<file path="config.mk">
export PLATFORM = sky130hd
export DESIGN_NAME = top_n_kinematic_select
export DESIGN_NICKNAME = d
export VERILOG_FILES = /design/src/hdl/nks_pkg.sv /design/src/hdl/nks_front.sv /design/src/hdl/nks_back.sv /design/src/hdl/top_n_kinematic_select.sv
export SDC_FILE = /design/constraint.sdc
export NUM_CORES = 2
export LEC_CHECK = 0
export BUFFER_PORTS_ARGS = -buffer_cell sky130_fd_sc_hd__buf_4
export CAP_MARGIN = 15
export CORE_ASPECT_RATIO = 1.4
export CORE_MARGIN = 2
export CORE_UTILIZATION = 60
export CTS_CLUSTER_SIZE = 14
export DETAILED_ROUTE_END_ITERATION = 6
export PLACE_DENSITY_LB_ADDON = 0.15
export REMOVE_ABC_BUFFERS = 1
export SYNTH_ARGS = -nofsm -noshare
export SYNTH_HDL_FRONTEND = slang
export SYNTH_SLANG_ARGS = --single-unit
</file>
<file path="constraint.sdc">
create_clock -name clk -period 13.9 [get_ports clk]
set_input_delay 1.39 -clock clk [delete_from_list [all_inputs] [get_ports clk]]
set_output_delay 1.39 -clock clk [all_outputs]
set_load 0.02 [all_outputs]
</file>
<file path="src/hdl/nks_pkg.sv">
// Shared types, register indexes and constants for the top-N kinematic selector.
package nks_pkg;

  // Default parameter values
  localparam int MAX_KEEP_DEF = 16;
  localparam int KEY_BITS_DEF = 32;
  localparam int ID_BITS_DEF  = 16;

  // Configuration port
  localparam int CFG_INDEX_W = 1;
  localparam int CFG_DATA_W  = 5;
  localparam logic [CFG_INDEX_W-1:0] REG_SORT_KEY   = 1'd0;
  localparam logic [CFG_INDEX_W-1:0] REG_KEEP_COUNT = 1'd1;

  localparam int SORT_KEY_W   = 2;
  localparam int KEEP_COUNT_W = 5;

  // Ranking variable codes
  localparam logic [SORT_KEY_W-1:0] KEY_TRANS  = 2'd0;
  localparam logic [SORT_KEY_W-1:0] KEY_MOM    = 2'd1;
  localparam logic [SORT_KEY_W-1:0] KEY_ENERGY = 2'd2;

  // Queue between front and back
  localparam int QUEUE_DEPTH = 2;
  localparam int QUEUE_AW    = 1;
  localparam int QUEUE_CW    = 2;

  typedef struct packed {
    logic [31:0] trans_mom;
    logic [31:0] total_mom;
    logic [31:0] energy_val;
    logic [15:0] particle_id;
    logic        last_item;
  } in_word_t;

  typedef struct packed {
    logic [15:0] best_id;
    logic [31:0] best_value;
    logic [3:0]  rank_pos;
    logic        last_result;
  } out_word_t;

endpackage

</file>
<file path="src/hdl/nks_front.sv">
// Front end: accepts particle words, picks the ranking key, queues them for the back end.
module nks_front #(
  parameter int KEY_BITS = 32,
  parameter int ID_BITS  = 16
) (
  input  logic                        clk,
  input  logic                        rst,
  input  logic                        in_valid,
  output logic                        in_ready,
  input  nks_pkg::in_word_t           in_data,
  input  logic [nks_pkg::SORT_KEY_W-1:0] sort_key,
  output logic                        q_valid,
  input  logic                        q_ready,
  output logic [KEY_BITS-1:0]         q_key,
  output logic [ID_BITS-1:0]          q_id,
  output logic                        q_last
);
  import nks_pkg::*;

  logic [KEY_BITS-1:0] qk [QUEUE_DEPTH];
  logic [ID_BITS-1:0]  qi [QUEUE_DEPTH];
  logic                ql [QUEUE_DEPTH];
  logic [QUEUE_AW-1:0] wr_ptr;
  logic [QUEUE_AW-1:0] rd_ptr;
  logic [QUEUE_CW-1:0] fill;
  logic [31:0]         sel_key;
  logic                push;
  logic                pop;

  always_comb begin
    case (sort_key)
      KEY_TRANS:  sel_key = in_data.trans_mom;
      KEY_MOM:    sel_key = in_data.total_mom;
      KEY_ENERGY: sel_key = in_data.energy_val;
      default:    sel_key = '0;  // no ranking variable: every item ties
    endcase
  end

  assign in_ready = (fill != QUEUE_CW'(QUEUE_DEPTH));
  assign q_valid  = (fill != '0);
  assign push     = in_valid && in_ready;
  assign pop      = q_valid && q_ready;

  assign q_key  = qk[rd_ptr];
  assign q_id   = qi[rd_ptr];
  assign q_last = ql[rd_ptr];

  always_ff @(posedge clk) begin
    if (push) begin
      qk[wr_ptr] <= KEY_BITS'(sel_key);
      qi[wr_ptr] <= ID_BITS'(in_data.particle_id);
      ql[wr_ptr] <= in_data.last_item;
    end
  end

  always_ff @(posedge clk) begin
    if (rst) begin
      wr_ptr <= '0;
      rd_ptr <= '0;
      fill   <= '0;
    end else begin
      if (push) wr_ptr <= wr_ptr + 1'b1;
      if (pop)  rd_ptr <= rd_ptr + 1'b1;
      if (push && !pop)      fill <= fill + 1'b1;
      else if (pop && !push) fill <= fill - 1'b1;
    end
  end

  a_fill_bound: assert property (@(posedge clk) disable iff (rst)
    fill <= QUEUE_CW'(QUEUE_DEPTH))
    else $error("queue fill above depth");

  a_fill_up: assert property (@(posedge clk) disable iff (rst)
    (push && !pop) |=> (fill == $past(fill) + 1'b1))
    else $error("queue fill did not track push");

  a_ptr_gap: assert property (@(posedge clk) disable iff (rst)
    (fill == '0) |-> (wr_ptr == rd_ptr))
    else $error("empty queue with pointers apart");

endmodule

</file>
<file path="src/hdl/nks_back.sv">
// Back end: compare-and-shift insertion cells and the result sequencer.
module nks_back #(
  parameter int MAX_KEEP = 16,
  parameter int KEY_BITS = 32,
  parameter int ID_BITS  = 16
) (
  input  logic                            clk,
  input  logic                            rst,
  input  logic [nks_pkg::KEEP_COUNT_W-1:0] keep_count,
  input  logic                            q_valid,
  output logic                            q_ready,
  input  logic [KEY_BITS-1:0]             q_key,
  input  logic [ID_BITS-1:0]              q_id,
  input  logic                            q_last,
  output logic                            out_valid,
  input  logic                            out_ready,
  output nks_pkg::out_word_t              out_data
);
  import nks_pkg::*;

  localparam int CW = $clog2(MAX_KEEP + 1);
  localparam int IW = (MAX_KEEP > 1) ? $clog2(MAX_KEEP) : 1;

  logic [KEY_BITS-1:0] vals [MAX_KEEP];
  logic [ID_BITS-1:0]  ids  [MAX_KEEP];
  logic [CW-1:0]       count;
  logic                emitting;
  logic [IW-1:0]       ei;
  logic [CW-1:0]       n_emit;

  logic [CW-1:0]       lim;
  logic [MAX_KEEP-1:0] gt;
  logic                drop;
  logic                pop;
  logic                ins;
  logic [CW-1:0]       cnt_after;
  logic [CW-1:0]       n_next;
  logic                load;
  logic                load_last;

  always_comb begin
    if (keep_count == '0) begin
      lim = CW'(1);
    end else if (32'(keep_count) > 32'(MAX_KEEP)) begin
      lim = CW'(MAX_KEEP);
    end else begin
      lim = CW'(keep_count);
    end
  end

  // gt is a run of ones from cell 0: the new key lands just past it
  always_comb begin
    drop = 1'b0;
    for (int p = 0; p < MAX_KEEP; p++) begin
      gt[p] = (CW'(p) < count) && (CW'(p) < lim) && (vals[p] > q_key);
      if (CW'(p) == lim - CW'(1)) drop = gt[p];
    end
  end

  assign q_ready = !emitting;
  assign pop     = q_valid && q_ready;
  assign ins     = pop && !drop;

  always_comb begin
    if (ins) begin
      cnt_after = (count < lim) ? count + CW'(1) : lim;
    end else begin
      cnt_after = count;
    end
    n_next = (cnt_after > lim) ? lim : cnt_after;
  end

  always_ff @(posedge clk) begin
    if (ins) begin
      for (int p = 0; p < MAX_KEEP; p++) begin
        if (!gt[p]) begin
          if (p == 0 || gt[(p > 0) ? p - 1 : 0]) begin
            vals[p] <= q_key;
            ids[p]  <= q_id;
          end else begin
            vals[p] <= vals[(p > 0) ? p - 1 : 0];
            ids[p]  <= ids[(p > 0) ? p - 1 : 0];
          end
        end
      end
    end
  end

  assign load      = emitting && (!out_valid || out_ready);
  assign load_last = (CW'(ei) == n_emit - CW'(1));

  always_ff @(posedge clk) begin
    if (load) begin
      out_data.best_id     <= 16'(ids[ei]);
      out_data.best_value  <= 32'(vals[ei]);
      out_data.rank_pos    <= 4'(ei);
      out_data.last_result <= load_last;
    end
  end

  always_ff @(posedge clk) begin
    if (rst) begin
      count     <= '0;
      emitting  <= 1'b0;
      ei        <= '0;
      n_emit    <= '0;
      out_valid <= 1'b0;
    end else begin
      if (load) begin
        out_valid <= 1'b1;
      end else if (out_ready) begin
        out_valid <= 1'b0;
      end

      if (pop) begin
        count <= cnt_after;
        if (q_last) begin
          ei     <= '0;
          n_emit <= n_next;
          if (n_next == '0) begin
            count <= '0;
          end else begin
            emitting <= 1'b1;
          end
        end
      end else if (load) begin
        ei <= ei + 1'b1;
        if (load_last) begin
          emitting <= 1'b0;
          count    <= '0;
        end
      end
    end
  end

  a_count_bound: assert property (@(posedge clk) disable iff (rst)
    count <= CW'(MAX_KEEP))
    else $error("kept count above capacity");

  a_emit_index: assert property (@(posedge clk) disable iff (rst)
    emitting |-> (CW'(ei) < n_emit))
    else $error("emit index past list end");

  a_emit_done: assert property (@(posedge clk) disable iff (rst)
    (load && load_last) |=> (!emitting && count == '0 && out_valid))
    else $error("list not cleared after final word");

endmodule

</file>
<file path="src/hdl/top_n_kinematic_select.sv">
// Top level of the top-N kinematic selector: config registers, front end, queue, back end.
//
//  channel   dir  handshake              payload
//  in        in   in_valid / in_ready    in_data  (in_word_t)
//  out       out  out_valid / out_ready  out_data (out_word_t)
//  cfg       in   cfg_we                 cfg_index, cfg_data
//
// One particle word per cycle enters while the queue has room; the insertion cells take
// one queued word a cycle while no list is being emitted. A last word makes the back
// end emit n kept words, one per cycle while out_ready holds; n is the kept count capped
// at keep_count clamped to 1..MAX_KEEP; the queue stalls as the sequencer walks the cells.
// Reset is synchronous; it empties the queue and the kept list.
// Output stalls hold the result register and backpressure through the queue.
module top_n_kinematic_select #(
  parameter int MAX_KEEP = nks_pkg::MAX_KEEP_DEF,
  parameter int KEY_BITS = nks_pkg::KEY_BITS_DEF,
  parameter int ID_BITS  = nks_pkg::ID_BITS_DEF
) (
  input  logic                            clk,
  input  logic                            rst,
  input  logic                            in_valid,
  output logic                            in_ready,
  input  nks_pkg::in_word_t               in_data,
  output logic                            out_valid,
  input  logic                            out_ready,
  output nks_pkg::out_word_t              out_data,
  input  logic                            cfg_we,
  input  logic [nks_pkg::CFG_INDEX_W-1:0] cfg_index,
  input  logic [nks_pkg::CFG_DATA_W-1:0]  cfg_data
);
  import nks_pkg::*;

  logic [SORT_KEY_W-1:0]   sort_key;
  logic [KEEP_COUNT_W-1:0] keep_count;

  logic                q_valid;
  logic                q_ready;
  logic [KEY_BITS-1:0] q_key;
  logic [ID_BITS-1:0]  q_id;
  logic                q_last;

  always_ff @(posedge clk) begin
    if (rst) begin
      sort_key   <= KEY_TRANS;
      keep_count <= KEEP_COUNT_W'(1);
    end else if (cfg_we) begin
      case (cfg_index)
        REG_SORT_KEY:   sort_key   <= cfg_data[SORT_KEY_W-1:0];
        REG_KEEP_COUNT: keep_count <= cfg_data[KEEP_COUNT_W-1:0];
        default: ;
      endcase
    end
  end

  nks_front #(
    .KEY_BITS (KEY_BITS),
    .ID_BITS  (ID_BITS)
  ) u_front (
    .clk      (clk),
    .rst      (rst),
    .in_valid (in_valid),
    .in_ready (in_ready),
    .in_data  (in_data),
    .sort_key (sort_key),
    .q_valid  (q_valid),
    .q_ready  (q_ready),
    .q_key    (q_key),
    .q_id     (q_id),
    .q_last   (q_last)
  );

  nks_back #(
    .MAX_KEEP (MAX_KEEP),
    .KEY_BITS (KEY_BITS),
    .ID_BITS  (ID_BITS)
  ) u_back (
    .clk        (clk),
    .rst        (rst),
    .keep_count (keep_count),
    .q_valid    (q_valid),
    .q_ready    (q_ready),
    .q_key      (q_key),
    .q_id       (q_id),
    .q_last     (q_last),
    .out_valid  (out_valid),
    .out_ready  (out_ready),
    .out_data   (out_data)
  );

endmodule

</file>
# After elaboration in Yosys (flattened, before gate mapping)
# Memory sizes are Yosys's and may differ from the RTL's. A register that Yosys moved wholly into a read port is not among the register bits.
# Cells that the tools add are included.
# Widths: inputs -> output; s select.
[op_classes]
addsub = 8
magnitude_cmp = 51
n_eq_ne = 21
n_mux = 199
bitwise_logic = 31
n_reduce_logical = 59
[op_table]
columns = ["operator", "count"]
rows = [
  ["$gt 32x32->1", 16],
  ["$mux 32", 15],
  ["$mux 16", 15],
  ["$mux 1", 153],
  ["$pmux 32 s3", 1],
  ["$lt 4x5->1 const A", 16],
  ["$mux 5", 10],
  ["$eq 4x5->1 const A", 8],
  ["$lt 3x5->1 const A", 8],
  ["$logic_and 1x1->1", 38],
  ["$or 1x1->1", 30],
  ["$eq 3x5->1 const A", 4],
  ["$lt 1x5->1 const A", 4],
  ["$lt 2x5->1 const A", 4],
  ["$logic_not 5->1", 3],
  ["$mux 4", 3],
  ["$eq 2x5->1 const A", 2],
  ["$reduce_and 2->1", 5],
  ["$reduce_bool 2->1", 5],
  ["$sub 5x1->5 const B", 2],
  ["$ne 2x2->1 const B", 3],
  ["$add 5x1->5 const B", 1],
  ["$eq 1x5->1 const A", 1],
  ["$eq 4x5->1", 1],
  ["15 further kinds", 21],
]
[totals]
reg_bits = 32
ramBits = 866
input_bits = 124
output_inout_bits = 55
word_cells = 386
mem_count = 5
[memory_table]
columns = ["name", "depth", "word_bits", "rd", "rd_clocked_by_memory_dff", "write_ports", "line_no", "rtl"]
rows = [
  ["u_back.vals", 16, 32, 17, 1, 16, "nks_back.sv:24", "logic [KEY_BITS-1:0] vals [MAX_KEEP];"],
  ["u_back.ids", 16, 16, 16, 1, 16, "nks_back.sv:25", "logic [ID_BITS-1:0] ids [MAX_KEEP];"],
  ["u_front.qk", 2, 32, 1, 1, 1, "nks_front.sv:20", "logic [KEY_BITS-1:0] qk [QUEUE_DEPTH];"],
  ["u_front.qi", 2, 16, 1, 1, 1, "nks_front.sv:21", "logic [ID_BITS-1:0] qi [QUEUE_DEPTH];"],
  ["u_front.ql", 2, 1, 1, 1, 1, "nks_front.sv:22", "logic ql [QUEUE_DEPTH];"],
]

# Longest topological paths before layout
[depth]
word_depth = 31
ltp_mapped = 30
ltp_nobuf = 27

# Modules after synthesis
# Synthesis repeated with hierarchy kept, for this count alone.
[unflattened]
cells_unflattened = 4015
hier_area_um2 = 56815.7
[modules_own_cells]
columns = ["module", "n_inst", "cells_each", "area_each_um2"]
rows = [
  ["nks_back", 1, 3700, 52068.7],
  ["nks_front", 1, 284, 4426.7],
  ["top_n_kinematic_select", 1, 31, 320.3],
]

# Worst setup path before layout
# No wires, ideal clock.
[synth_timing]
path_type = "flip-flop to flip-flop"
start = "register (tool-made name)"
end = "memory u_back.ids[2][0] (enable)"
setup_ns = 0.513
arrival_ns = 7.566
t_required_ns = 13.387
slack_ns = 5.821
stages_incl_launch_ff = 17
n_path_buf = 4
path_cell_list = "dfxtp_1 buf_1 buf_1 mux2_2 clkbuf_1 ha_1 nand4_1 or4_1 o21ai_1 a31oi_1 or3_1 o41ai_1 a21o_1 a31o_2 a31oi_4 clkbuf_1 nor3_1"
[synth_rtl]
columns = ["element", "line_no"]
rows = [
  ["to (decl)", "nks_back.sv:25"],
]

==> impl_metrics.py <==
metrics = {
    "yosys": {
        "seq_area_frac_synth": 0.4916,
        "synth-edff-count": 919,
        "synth_seq_cells": 947,
        "avgSynthCellArea_um2": 14.39,
        "syn_area_um2": 57270,
        "synthDistinctLibCells": 86,
        "syn_inst": 3981,
        "yosys_warnings": 0,
        "ys.flop_type": "edfxtp_1",
        "ys_async_sr_fraction": 0,
    },
    "timing": {
        "period_minus_slack_ns": 8.931,
        "drv_slew": 0,
        "fin_skew_ns": 0.05592,
        "fin_setup_tns_ns": 0,
        "hold_violations": 0,
        "relSlewSlack": 0.1391,
        "grt_setup_unrepaired": "no",
        "period_share": 0.6425,
        "setup_viol": 0,
        "worst_pin_slew_ns": 1.288,
        "fmax_ghz": 0.1120,
        "holdWs_ns": 0.5225,
        "fin_ws_ns": 4.970,
    },
    "drt": {
        "drt_iter0_drc": 5230,
        "wl_per_cell_um": 39.26,
        "drc": 0,
        "vias_per_cell": 7.468,
        "via_count": 40300,
        "wl_um": 211800,
        "firstDrtPassIters": 5,
        "ant_nets": 0,
    },
    "global_route": {
        "grt_antenna_before_repair": 6,
        "first_global_vias": 39037,
        "grt_max_degree": 106,
        "grt_pass1_wl_um": 293700,
        "grt_usage": 0.4309,
        "grt.overflow.total": 0,
    },
    "finish": {
        "nets": 4744,
        "syn_to_final_growth_pct": 9.389,
        "drive_above_1_share": 0.3344,
        "final_cell_mix": "edfxtp_1, mux2_2, ha_1",
        "layout_commonest_cell": "edfxtp_1",
    },
    "outcome": {
        "status": "finished, final reports clean",
    },
    "die": {
        "io_pins": 179,
        "die_x_um": 265.1,
        "die-area_um2": 97980,
        "fp-row-count": 134,
        "core_area_um2": 95060,
        "start_util": 0.6025,
        "die_h_um": 369.6,
    },
    "clock_network": {
        "cts_resized": 0,
        "clock_latency_ns": 0.76,
        "cts.sinks": 947,
        "clockBufferDepth": 3,
        "cts_hold_buf": 0,
        "htreeDepth": 3,
        "numCtsBuffers": 93,
        "cts_tree": "done",
        "cts.root.buffer_cell": "clkbuf_16",
        "clk_pin_slew_ns": 0.06,
        "post_cts_buffers": 0,
    },
    "min_path": {
        "worstHoldPathCells": 2,
        "hold_path_class": "register to register",
    },
    "setup_path": {
        "r2r_cells": 26,
        "worst_setup_path_end_kind": "register",
        "critPathMaxStageDelay_ns": 0.82,
        "crit_top_cell": "nor2_1",
        "crit_path_start_kind": "register",
        "cp_slowest_cell": "nor4_1",
        "worstPathRequired_ns": 14.53,
        "critPathArrivalTime_ns": 9.56,
        "crit_type": "register to register",
        "crit_fanout": 29,
        "rrSetupSlack_ns": 4.97,
    },
    "placed_design": {
        "place_hpwl_um": 139100,
        "gp_congestion": 1.053,
        "post-place-ws_ns": 5.165,
        "portBuffers": 178,
    },
    "job": {
        "maxCapViolations": 0,
    },
}
-- layer usage --
metal | vias to the layer above | global-route usage | part of all wire
met2 | 2821 | 0.6852 | 0.46
met5 | - | 0 | 0.00012
met1 | 20391 | 0.5227 | 0.35
met3 | 829 | 0.08346 | 0.096
li1 | 16255 | - | -
met4 | 4 | 0.3255 | 0.092
-- sequential cells by signal (all words and copies together), names as in the netlist, 2 cells and up, named ones only --
signal,cells
u_back.vals,512
u_back.ids,256
u_front.qk,64
u_back.out_data,53
u_front.qi,32
keep_count,5
u_back.count,5
u_back.n_emit,5
u_back.ei,4
sort_key,2
u_front.fill,2
u_front.ql,2
-- cells in the mapped netlist (15+ instances only) --
| master | n | area share |
|---|---|---|
| mux2_4 | 56 | 0.015 |
| nand3_1 | 75 | 0.0066 |
| a211oi_1 | 26 | 0.0034 |
| edfxtp_1 | 919 | 0.48 |
| buf_1 | 21 | 0.0014 |
| nor2b_1 | 19 | 0.0021 |
| buf_6 | 18 | 0.0035 |
| inv_1 | 77 | 0.0050 |
| mux2i_1 | 37 | 0.0065 |
| and3_1 | 19 | 0.0021 |
| o21ai_0 | 132 | 0.012 |
| nor4_1 | 15 | 0.0016 |
| nor2_1 | 110 | 0.0072 |
| a21o_1 | 38 | 0.0050 |
| buf_2 | 57 | 0.0050 |
| ha_1 | 526 | 0.11 |
| and4_1 | 17 | 0.0026 |
| o211ai_1 | 25 | 0.0033 |
| dfxtp_1 | 28 | 0.0098 |
| o21a_1 | 16 | 0.0021 |
| mux2_1 | 34 | 0.0067 |
| and2_1 | 17 | 0.0019 |
| nand2_1 | 157 | 0.010 |
| mux2_2 | 664 | 0.13 |
| mux4_2 | 240 | 0.094 |
| a21oi_1 | 190 | 0.017 |
| nand2b_1 | 19 | 0.0021 |
| nor3_1 | 30 | 0.0026 |
| clkbuf_1 | 123 | 0.0081 |
| nand4_1 | 94 | 0.010 |
-- stage by stage --
stage,instance area (um2),util,cells
6_report,62650,0.6590,5396
5_1_grt,62640,0.6590,5393
4_1_cts,62640,0.6590,5393
3_5_place_dp,59760,0.6286,5223
3_3_place_gp,59760,0.6286,5223
2_1_floorplan,56190,-,3755
-- worst paths after layout --
kind | startpoint | to
setup / recovery | register | u_back.emitting
hold / removal | u_back.emitting | u_back.out_valid
setup reg to reg | register | u_back.emitting
hold reg to reg | u_back.emitting | u_back.out_valid
-- cells by family after synthesis --
group / synth area share
xor+xnor: 0.001835
flops: 0.4916
buf+inv: 0.02399
simple gates: 0.05477
compound gates: 0.06012
fa+ha+maj: 0.1149
mux: 0.2528
-- critical path: cells and delay by family (launching register included) --
family	cells	cell delay (ns)
AND/OR/NAND/NOR	11	2.85
multiplexers	2	0.64
adder cells (fa/ha/maj)	2	0.62
AO/OA/AOI/OAI	9	2.69
buffers and inverters	2	1.22
flip-flops	1	0.69
-- area by class of cell --
cell class | instances | area, um2
well taps | 1224 | 1531
repair buffers | 244 | 1857
multi-input cells | 2730 | 27900
flip-flops and latches | 947 | 28180
inverters | 78 | 294.0
fillers | 6940 | 32410
diodes | 3 | 7.507
clock inverters | 51 | 407.9
clock buffers | 119 | 2477
Power is not shown: default switching activity piles up to over one toggle a cycle in this logic, so the estimate is an artifact.
